<file path="config.mk">
export PLATFORM = sky130hd
export DESIGN_NAME = fp32_affine_quantizer
export DESIGN_NICKNAME = d
export VERILOG_FILES = /design/src/design/fpaq_pkg.sv /design/src/design/fpaq_mul.sv /design/src/design/fpaq_round.sv /design/src/design/fpaq_clamp.sv /design/src/design/fp32_affine_quantizer.sv
export VERILOG_INCLUDE_DIRS = /design/src /design/src/design
export SDC_FILE = /design/constraint.sdc
export NUM_CORES = 2
export LEC_CHECK = 0
export BUFFER_PORTS_ARGS = -buffer_cell sky130_fd_sc_hd__buf_2
export CORE_UTILIZATION = 45
export DETAILED_ROUTE_END_ITERATION = 10
export GPL_ROUTABILITY_DRIVEN = 0
export HOLD_SLACK_MARGIN = 0.06
export PLACE_DENSITY = 0.6
export SETUP_SLACK_MARGIN = 0.4
export SLEW_MARGIN = 10
export SYNTH_ARGS = -nofsm -noshare
export SYNTH_HDL_FRONTEND = slang
export SYNTH_SLANG_ARGS = --single-unit
</file>
<file path="constraint.sdc">
create_clock -name clk_i -period 20.1 [get_ports clk_i]
set_input_delay 2.01 -clock clk_i [delete_from_list [all_inputs] [get_ports clk_i]]
set_output_delay 2.01 -clock clk_i [all_outputs]
set_load 0.005 [all_outputs]
</file>
<file path="src/design/fp32_affine_quantizer_macros.svh">
// Assertion macros for the fp32 affine quantizer.
// Used by modules that include this header; expects clk_i and rst_ni in scope.
`ifndef FP32_AFFINE_QUANTIZER_MACROS_SVH
`define FP32_AFFINE_QUANTIZER_MACROS_SVH

// same-cycle implication
`define FPAQ_ASSERT_NOW(lbl, ante, cons, msg) \
  lbl: assert property (@(posedge clk_i) disable iff (!rst_ni) (ante) |-> (cons)) \
    else $error(msg);

// next-cycle implication
`define FPAQ_ASSERT_NEXT(lbl, ante, cons, msg) \
  lbl: assert property (@(posedge clk_i) disable iff (!rst_ni) (ante) |=> (cons)) \
    else $error(msg);

`endif

</file>
<file path="src/design/fpaq_pkg.sv">
// Package for the fp32 affine quantizer: item types, stage structs, codes,
// rounding and clamp helpers. No dependencies.
package fpaq_pkg;

  typedef struct packed {
    logic [31:0] value_bits;
    logic        last_in;
  } in_item_t;

  typedef struct packed {
    logic signed [31:0] quantized;
    logic               last_out;
  } out_item_t;

  typedef enum logic [2:0] {
    OT_INT8   = 3'd0,
    OT_UINT8  = 3'd1,
    OT_INT16  = 3'd2,
    OT_UINT16 = 3'd3,
    OT_INT32  = 3'd4
  } out_type_e;

  localparam logic [1:0] CFG_SCALE    = 2'd0;
  localparam logic [1:0] CFG_ZERO_OFS = 2'd1;
  localparam logic [1:0] CFG_OUT_TYPE = 2'd2;

  localparam logic [31:0] SCALE_RESET = 32'h3F80_0000;

  // exact product of the two significands
  typedef struct packed {
    logic [47:0]        man;
    logic signed [9:0]  exp;
    logic               neg;
    logic               zero;
    logic               big;
    logic               last;
  } prod_t;

  // product rounded to fp32: value = r * 2^q
  typedef struct packed {
    logic [23:0]        r;
    logic signed [10:0] q;
    logic               neg;
    logic               zero;
    logic               big;
    logic               last;
  } rnd_t;

  typedef struct packed {
    logic signed [42:0] lo;
    logic signed [42:0] hi;
  } bounds_t;

  // m >> s with round half to even, s in 1..48
  function automatic logic [24:0] rne_shr(input logic [47:0] m, input logic [5:0] s);
    logic [47:0] qv;
    logic [47:0] mask;
    logic [47:0] rem;
    logic [47:0] half;
    qv   = m >> s;
    mask = (48'd1 << s) - 48'd1;
    rem  = m & mask;
    half = 48'd1 << (s - 6'd1);
    if (rem > half || (rem == half && qv[0])) begin
      qv = qv + 48'd1;
    end
    return qv[24:0];
  endfunction

  function automatic bounds_t type_bounds(input logic [2:0] ot);
    bounds_t b;
    unique case (ot)
      OT_INT8: begin
        b.lo = -43'sd128;
        b.hi = 43'sd127;
      end
      OT_UINT8: begin
        b.lo = 43'sd0;
        b.hi = 43'sd255;
      end
      OT_INT16: begin
        b.lo = -43'sd32768;
        b.hi = 43'sd32767;
      end
      OT_UINT16: begin
        b.lo = 43'sd0;
        b.hi = 43'sd65535;
      end
      default: begin
        b.lo = -43'sd2147483648;
        b.hi = 43'sd2147483647;
      end
    endcase
    return b;
  endfunction

endpackage

</file>
<file path="src/design/fpaq_mul.sv">
// Unpack and significand multiply stage of the quantizer.
// Depends on fpaq_pkg; registers the exact product and special-case flags.
module fpaq_mul import fpaq_pkg::*; (
  input  logic        clk_i,
  input  logic        en_i,
  input  in_item_t    item_i,
  input  logic [31:0] scale_i,
  output prod_t       prod_o
);

  logic [7:0]        ea_raw, eb_raw;
  logic [22:0]       fa, fb;
  logic [23:0]       ma, mb;
  logic signed [9:0] ea, eb;
  logic              nan_a, nan_b, inf_a, inf_b;
  logic [47:0]       m;
  prod_t             prod_d, prod_q;

  always_comb begin
    ea_raw = item_i.value_bits[30:23];
    eb_raw = scale_i[30:23];
    fa     = item_i.value_bits[22:0];
    fb     = scale_i[22:0];
    nan_a  = (ea_raw == 8'hFF) && (fa != 23'd0);
    nan_b  = (eb_raw == 8'hFF) && (fb != 23'd0);
    inf_a  = (ea_raw == 8'hFF) && (fa == 23'd0);
    inf_b  = (eb_raw == 8'hFF) && (fb == 23'd0);
    ma     = (ea_raw == 8'd0) ? {1'b0, fa} : {1'b1, fa};
    mb     = (eb_raw == 8'd0) ? {1'b0, fb} : {1'b1, fb};
    ea     = (ea_raw == 8'd0) ? -10'sd149 : $signed({2'b00, ea_raw}) - 10'sd150;
    eb     = (eb_raw == 8'd0) ? -10'sd149 : $signed({2'b00, eb_raw}) - 10'sd150;
    m      = ma * mb;

    prod_d.man  = m;
    prod_d.exp  = ea + eb;
    prod_d.neg  = item_i.value_bits[31] ^ scale_i[31];
    prod_d.last = item_i.last_in;
    prod_d.big  = 1'b0;
    prod_d.zero = 1'b0;
    if (nan_a || nan_b) begin
      prod_d.zero = 1'b1;
    end else if (inf_a || inf_b) begin
      if ((!inf_a && ma == 24'd0) || (!inf_b && mb == 24'd0)) begin
        prod_d.zero = 1'b1;
      end else begin
        prod_d.big = 1'b1;
      end
    end else if (m == 48'd0) begin
      prod_d.zero = 1'b1;
    end
  end

  always_ff @(posedge clk_i) begin
    if (en_i) begin
      prod_q <= prod_d;
    end
  end

  assign prod_o = prod_q;

endmodule

</file>
<file path="src/design/fpaq_round.sv">
// Normalize and round the exact product to fp32 (ties to even, subnormals kept).
// Depends on fpaq_pkg; registers significand r and exponent q.
module fpaq_round import fpaq_pkg::*; (
  input  logic  clk_i,
  input  logic  en_i,
  input  prod_t prod_i,
  output rnd_t  rnd_o
);

  logic [5:0]         p;
  logic signed [10:0] q, s;
  logic [24:0]        r;
  logic [10:0]        ls;
  rnd_t               rnd_d, rnd_q;

  always_comb begin
    p = 6'd0;
    for (int i = 0; i < 48; i++) begin
      if (prod_i.man[i]) begin
        p = 6'(i);
      end
    end
    q = $signed({5'd0, p}) + 11'(prod_i.exp) - 11'sd23;
    if (q < -11'sd149) begin
      q = -11'sd149;
    end
    s  = q - 11'(prod_i.exp);
    ls = 11'(-s);
    if (s <= 11'sd0) begin
      r = 25'(prod_i.man << ls[4:0]);
    end else if (s >= 11'sd49) begin
      r = 25'd0;
    end else begin
      r = rne_shr(prod_i.man, s[5:0]);
    end
    if (r[24]) begin
      r = r >> 1;
      q = q + 11'sd1;
    end
    rnd_d.r    = r[23:0];
    rnd_d.q    = q;
    rnd_d.neg  = prod_i.neg;
    rnd_d.big  = prod_i.big;
    rnd_d.zero = prod_i.zero || (r == 25'd0);
    rnd_d.last = prod_i.last;
  end

  always_ff @(posedge clk_i) begin
    if (en_i) begin
      rnd_q <= rnd_d;
    end
  end

  assign rnd_o = rnd_q;

endmodule

</file>
<file path="src/design/fpaq_clamp.sv">
// Round to integer (ties to even), add zero point, clamp to the output type.
// Depends on fpaq_pkg; holds the result register.
module fpaq_clamp import fpaq_pkg::*; (
  input  logic               clk_i,
  input  logic               en_i,
  input  rnd_t               rnd_i,
  input  logic signed [31:0] zero_ofs_i,
  input  logic [2:0]         out_type_i,
  output out_item_t          item_o
);

  logic [40:0]        mag;
  logic [10:0]        k;
  logic signed [42:0] v, sum;
  logic               sat;
  bounds_t            b;
  out_item_t          item_d, item_q;

  always_comb begin
    k   = 11'(-rnd_i.q);
    sat = rnd_i.big || (!rnd_i.zero && rnd_i.q > 11'sd16);
    if (rnd_i.zero || rnd_i.big) begin
      mag = 41'd0;
    end else if (rnd_i.q >= 11'sd0) begin
      mag = {17'd0, rnd_i.r} << rnd_i.q[4:0];
    end else if (k >= 11'd25) begin
      mag = 41'd0;
    end else begin
      mag = {16'd0, rne_shr({24'd0, rnd_i.r}, k[5:0])};
    end
    v   = rnd_i.neg ? -$signed({2'b00, mag}) : $signed({2'b00, mag});
    sum = v + 43'(zero_ofs_i);
    b   = type_bounds(out_type_i);
    if (sat) begin
      sum = rnd_i.neg ? b.lo : b.hi;
    end else if (sum < b.lo) begin
      sum = b.lo;
    end else if (sum > b.hi) begin
      sum = b.hi;
    end
    item_d.quantized = sum[31:0];
    item_d.last_out  = rnd_i.last;
  end

  always_ff @(posedge clk_i) begin
    if (en_i) begin
      item_q <= item_d;
    end
  end

  assign item_o = item_q;

endmodule

</file>
<file path="src/design/fp32_affine_quantizer.sv">
// fp32 affine quantizer: one item per clock while the output is not stalled. Each item passes four
// registers (input, significand product, fp32-rounded product, result); the 24x24
// significand multiply sets the stage split. A stall on the output backs up the
// stages in turn and reaches the input only when all four are full.
// Depends on fpaq_pkg, fpaq_mul, fpaq_round, fpaq_clamp and the macros header.
`include "fp32_affine_quantizer_macros.svh"
module fp32_affine_quantizer import fpaq_pkg::*; (
  input  logic        clk_i,
  input  logic        rst_ni,
  input  logic        cfg_we_i,
  input  logic [1:0]  cfg_index_i,
  input  logic [31:0] cfg_wdata_i,
  input  logic        in_valid_i,
  output logic        in_stall_o,
  input  in_item_t    in_item_i,
  output logic        out_valid_o,
  input  logic        out_stall_i,
  output out_item_t   out_item_o
);

  logic [31:0]        scale_q;
  logic signed [31:0] zero_ofs_q;
  logic [2:0]         out_type_q;
  logic               v1_q, v2_q, v3_q, vo_q;
  logic               en1, en2, en3, eno;
  in_item_t           in_q;
  prod_t              prod;
  rnd_t               rnd;

  always_ff @(posedge clk_i or negedge rst_ni) begin
    if (!rst_ni) begin
      scale_q    <= SCALE_RESET;
      zero_ofs_q <= '0;
      out_type_q <= OT_INT8;
    end else if (cfg_we_i) begin
      unique case (cfg_index_i)
        CFG_SCALE:    scale_q    <= cfg_wdata_i;
        CFG_ZERO_OFS: zero_ofs_q <= cfg_wdata_i;
        CFG_OUT_TYPE: out_type_q <= cfg_wdata_i[2:0];
        default: ;
      endcase
    end
  end

  assign eno        = !vo_q || !out_stall_i;
  assign en3        = !v3_q || eno;
  assign en2        = !v2_q || en3;
  assign en1        = !v1_q || en2;
  assign in_stall_o = !en1;

  always_ff @(posedge clk_i or negedge rst_ni) begin
    if (!rst_ni) begin
      v1_q <= 1'b0;
      v2_q <= 1'b0;
      v3_q <= 1'b0;
      vo_q <= 1'b0;
    end else begin
      if (en1) v1_q <= in_valid_i;
      if (en2) v2_q <= v1_q;
      if (en3) v3_q <= v2_q;
      if (eno) vo_q <= v3_q;
    end
  end

  always_ff @(posedge clk_i) begin
    if (en1) begin
      in_q <= in_item_i;
    end
  end

  fpaq_mul u_mul (
    .clk_i   (clk_i),
    .en_i    (en2),
    .item_i  (in_q),
    .scale_i (scale_q),
    .prod_o  (prod)
  );

  fpaq_round u_round (
    .clk_i  (clk_i),
    .en_i   (en3),
    .prod_i (prod),
    .rnd_o  (rnd)
  );

  fpaq_clamp u_clamp (
    .clk_i      (clk_i),
    .en_i       (eno),
    .rnd_i      (rnd),
    .zero_ofs_i (zero_ofs_q),
    .out_type_i (out_type_q),
    .item_o     (out_item_o)
  );

  assign out_valid_o = vo_q;

  `FPAQ_ASSERT_NOW(a_stall_full, in_stall_o, v1_q && v2_q && v3_q && vo_q, "input stalled with a free stage")
  `FPAQ_ASSERT_NOW(a_int8_range, vo_q && out_type_q == OT_INT8, $signed(out_item_o.quantized) >= -32'sd128 && $signed(out_item_o.quantized) <= 32'sd127, "int8 result out of range")
  `FPAQ_ASSERT_NEXT(a_drain, v3_q && !vo_q, vo_q, "finished item not moved to output")

endmodule

</file>
Yosys cells after proc, flatten, opt, wreduce, memory -nomap -nowiden
Cells that the tools add are included.
{"block": "totals", "regBits": 238, "out_inout_bits": 35, "word_cells": 189}
{"block": "classes", "add_sub_neg": 17, "mul": 1, "order_cmp": 10, "n_eq_ne": 9, "n_shift": 8, "mux": 71, "bitwise": 4, "reduce_logical": 46}
{"operator": "case mux 86 bit (4 select lines)", "n": 1}
{"operator": "2-to-1 mux 6 bit", "n": 46}
{"operator": "left shift 1 x 6 -> 48 bit (first input constant)", "n": 4}
{"operator": "2-to-1 mux 32 bit", "n": 4}
{"operator": "2-to-1 mux 25 bit", "n": 5}
{"operator": "== test 48 bit", "n": 2}
{"operator": "> comparator 48 bit", "n": 2}
{"operator": "subtractor 48 x 1 -> 48 bit (second input constant)", "n": 2}
{"operator": "2-to-1 mux 41 bit", "n": 2}
{"operator": "2-to-1 mux 24 bit", "n": 3}
{"operator": "adder 25 x 1 -> 25 bit (second input constant)", "n": 2}
{"operator": "AND 24 x 48 -> 48 bit", "n": 1}
{"operator": "AND 48 bit", "n": 1}
{"operator": "logical NOT 24 bit", "n": 2}
{"operator": "logical NOT 48 bit", "n": 1}
{"operator": "multiplier 24 x 24 -> 48 bit", "n": 1}
{"operator": "left shift 48 x 5 -> 25 bit", "n": 1}
{"operator": "right shift 48 x 6 -> 25 bit", "n": 1}
{"operator": "logical NOT 23 bit", "n": 2}
{"operator": "nonzero test 23 bit", "n": 2}
{"operator": "adder 43 x 32 -> 43 bit", "n": 1}
{"operator": "> comparator 43 bit", "n": 1}
{"operator": "less-than comparator 43 bit", "n": 1}
{"operator": "2-to-1 mux 43 bit", "n": 1}
{"operator": "37 further kinds", "n": 77}

Logic depth before layout (Yosys ltp)
{"block": "logic_depth", "depth_word": 64, "ltp_mapped": 79, "mapped_depth_nobuf": 69}

Hierarchy
Synthesis repeated with hierarchy kept, for this count alone.
{"block": "unflattened", "hier_cells": 5687, "hier_area_um2": 49503.7}
{"mod": "fpaq_mul", "instances": 1, "cells_per_inst": 2380, "area_per_inst_um2": 21740.9, "seq_area_each_um2": 1861.8}
{"mod": "fpaq_clamp", "instances": 1, "cells_per_inst": 1704, "area_per_inst_um2": 13153.9, "seq_area_each_um2": 991.0}
{"mod": "fpaq_round", "instances": 1, "cells_per_inst": 1413, "area_per_inst_um2": 10924.2, "seq_area_each_um2": 1171.1}
{"mod": "fp32_affine_quantizer", "instances": 1, "cells_per_inst": 190, "area_per_inst_um2": 3684.8, "seq_area_each_um2": 2776.4}

Least setup slack after synthesis
No wires, ideal clock.
{"block": "synth_path", "kind": "reg-to-reg", "start": "register u_mul.prod_q (netlist bit u_mul.prod_o[18])", "end": "register u_round.rnd_q (netlist bit u_round.rnd_o[2]), data pin", "t_arrival_ns": 14.977, "required_ns": 19.969, "path_slack_ns": 4.992, "path_stages_with_launch": 78, "path_buffers": 12, "path_cell_list": "edfxtp_1 > clkbuf_1 > nor3_1 > nor3_1 > nor3_1 > o31ai_1 > nand2_1 > a211oi_1 > o31ai_1 > nand2_1 > a211oi_1 > nor3_1 > nor3_1 > o31ai_1 > nand2_1 > a21boi_0 > o31ai_1 > ha_1 > (+42 left out) > a21oi_1 > ha_1 > nand4_1 > nor4_1 > nand4_1 > nand3b_1 > or4_1 > o31a_1 > o311ai_1 > nor4_1 > and3_1 > clkbuf_1 > a211oi_2 > buf_4 > mux2i_1 > or4_1 > nor4b_1 > a31o_1"}
{"item": "from (decl)", "line": "fpaq_mul.sv:17", "text": "prod_t prod_d, prod_q;"}
{"item": "from (signal assigned)", "line": "fpaq_mul.sv:55", "text": "prod_q <= prod_d;"}
{"item": "to (signal assigned)", "line": "fpaq_round.sv:50", "text": "rnd_q <= rnd_d;"}
{"item": "to (decl)", "line": "fpaq_round.sv:14", "text": "rnd_t rnd_d, rnd_q;"}

==> flow_summary_export.csv <==
group,metric,value,unit
setup_path,critPathArrivalTime,18650,ps
sta,clock.fmax,0.0551,GHz
die,design.core.area,0.104,mm2
synthesis,syn_area,0.0476,mm2
die,ioPinCount,107,
layout,layout-drive-gt1-share,8.58,%
cts,numClockSinks,238,
grt,overflow,0,
synthesis,syn_inst,5690,
grt,gr-usage-all-layers,29.5,%
placement,portBuffers,106,
sta,tightest_slew,1440,ps
setup_path,crit_top_cell,"a21oi_1",
die,die_x,327,um
synthesis,async_flop_share,29.8,%
route,vias,43400,
cts,numCtsBuffers,28,
synthesis,synth.distinct_cells,106,
setup_path,critPathKind,"flop to flop",
route,route.detailed.drc,0,
setup_path,critPathLaunchType,"flop",
grt,grt_pass1_vias,41300,
worst_hold_path,hold_path.class,"flop to flop",
run,cap_violations,0,
cts,cts_buffer_depth,3,
sta,max_slew_margin,3.90,%
route,drt_wl_total,160,mm
route,drtAntennaViolNets,0,
cts,cts_tree,"built",
sta,setup_viol,0,
cts,clk_pin_slew,60,ps
route,wl_per_cell,22.7,um
sta,skew,42.3,ps
setup_path,worstPathRequired,20600,ps
setup_path,crit_path_end_kind,"flop",
die,die_y,327,um
sta,fin_crit_sh,90.3,%
sta,hold_violations,0,
setup_path,max_stage_delay,950,ps
sta,period_minus_slack,18160,ps
cts,htreeDepth,1,
synthesis,synth_warnings,0,
synthesis,syn_area_per_cell,8.36,um2
sta,setup-tns-final,0,ps
synthesis,syn_nets,6653,
sta,rsz0062_at_grt,"no",
sta,final_max_slew_viol_count,0,
synthesis,yosys.area.top_type,"fa_1",
outcome,status,"complete, no violations",
sta,whs,422,ps
grt,grt_antenna_before_repair,2,
cts,cts-root-buf,"clkbuf_16",
route,viasPerCell,6.17,
synthesis,yosys.area.top_type_share,20.4,%
synthesis,synth_flop_cell,"edfxtp_1",
layout,syn_to_final_growth,6.00,%
layout,nets,6584,
grt,grt_start_max_net_pins,72,
setup_path,slowest_stage,"fa_2",
synthesis,yosys_register_bits,238,
die,dieArea,0.107,mm2
die,start_util,45.7,%
cts,clock_latency,630,ps
setup_path,cp_max_fo,35,
route,firstDrtPassIters,8,
synthesis,synth.area.top_cells,"fa_1, ha_1, edfxtp_1",
route,initialDrtViolationCount,4661,
die,num_rows,118,
cts,postCtsHoldBufs,0,
synthesis,yosysSeqAreaShare,14.3,%
grt,grt_pass1_wl,247,mm
synthesis,synth-edff-count,167,
placement,dp.final_hpwl,122,mm
[final cells by class]
cell class	count	area [um2]
tap	1380	1730
fill	10200	53800
clock buffer	30	708
inverter	611	2290
multi-input combinational	4529	37400
clock inverter	21	183
sequential	238	6800
antenna	3	7.51
timing repair buffer	213	1340
[path summary, 6_finish.rpt]
path | slack [ps] | from | cells after the start | end
max in group asynchronous | 17950 | rst_ni | 1 | zero_ofs_q[30]
worst min register to register | 420 | u_mul.prod_o[1] | 0 | u_round.rnd_o[1]
worst max register to register | 1940 | u_mul.prod_o[18] | 66 | u_round.rnd_o[2]
worst min-delay path | 420 | u_mul.prod_o[1] | 0 | u_round.rnd_o[1]
worst max-delay path | 1940 | u_mul.prod_o[18] | 66 | u_round.rnd_o[2]
min in group asynchronous | 1500 | rst_ni | 1 | scale_q[15]
[cells in the mapped netlist (64+ instances only)]
library cell,number
nor3_1,94
nand3_1,180
dfrtp_1,64
nor2_1,313
mux2i_1,96
mux2_2,85
a21oi_1,303
and2_1,255
o21ai_0,256
fa_1,486
nand2_1,782
clkbuf_1,261
ha_1,405
a21o_1,106
xor2_1,69
xnor2_1,143
edfxtp_1,167
inv_1,605
[critical path, delay by kind of cell, from the launching register on]
kind            cells  cell delay (ps)
compound gates     29             7380
simple gates       22             5940
fa+ha+maj           7             2710
buf+inv             6              850
flops               1              570
mux                 1              400
xor+xnor            1              140
[registers in the layout (all words and copies together), names as in the netlist]
name            flops
scale_q            32
v1_q                1
u_mul.prod_o       62
v2_q                1
zero_ofs_q         32
in_q               33
out_type_q          3
u_clamp.item_o     33
out_valid_o         1
v3_q                1
u_round.rnd_o      39
[metal layers]
layer | wire length (um) | track usage [%] | vias to the layer above
li1 | - | - | 19500
met1 | 66200 | 40.3 | 21100
met2 | 71000 | 46.1 | 2226
met3 | 14600 | 5.44 | 479
met4 | 7740 | 11.7 | 0
met5 | 0 | 0 | -
[cell families (layout without fill, tap and decap cells)]
group / Yosys count / count (layout) / synth area share, %
AOI/OAI and AO/OA: 1166 / 1166 / 16.0
xor gates and xnor gates: 212 / 212 / 3.90
adders and majority gates: 891 / 891 / 31.1
buffers and inverters: 923 / 875 / 7.38
DFF: 238 / 238 / 14.3
muxes: 241 / 241 / 6.87
other: 0 / 3 / 0
and+or+nand+nor: 2019 / 2019 / 20.5
[placed cells by master (no fill, tap or decap), types with 19 or more instances in the layout]
cell	synthesis	final
nand3_1	180	179
xor2_1	69	68
a21oi_1	303	301
mux2_2	85	85
dfrtp_1	64	64
nand2_1	782	781
nor4_1	50	49
a31oi_1	48	48
o22ai_1	20	20
fa_1	486	485
o211ai_1	46	46
buf_4	2	108
a21o_1	106	106
or3_1	30	30
nor2_1	313	313
edfxtp_1	167	167
o21ai_0	256	255
or4_1	19	19
o31ai_1	35	35
nor2b_1	50	50
and2_1	255	255
buf_2	20	105
ha_1	405	404
mux2i_1	96	96
nand2b_1	43	43
a21boi_0	22	22
nor3_1	94	94
mux4_2	60	60
nand3b_1	21	21
o21bai_1	22	22
xnor2_1	143	140
inv_1	605	604
or2_2	22	22
a211oi_1	50	50
o21a_1	40	40
clkbuf_16	0	28
nand4_1	61	61
and3_1	41	41
[what timing repair did]
action	4_1_cts	5_1_grt
setup buffers	0	2
gates resized for setup	0	2
endpoints found under the setup margin	0	5
[per-stage QoR]
stage	std cells	setup WS, ps	utilization (%)	cell area [um2]
detailed placement	6969	2070	47.5	49500
floorplan	5690	4990	-	47600
CTS	7020	1940	48.4	50400
global route	7022	581	48.4	50400
finish	7025	1940	48.4	50400
global placement	6969	2380	47.5	49500
Power is not shown: default switching activity piles up to over one toggle a cycle in this logic, so the estimate is an artifact.
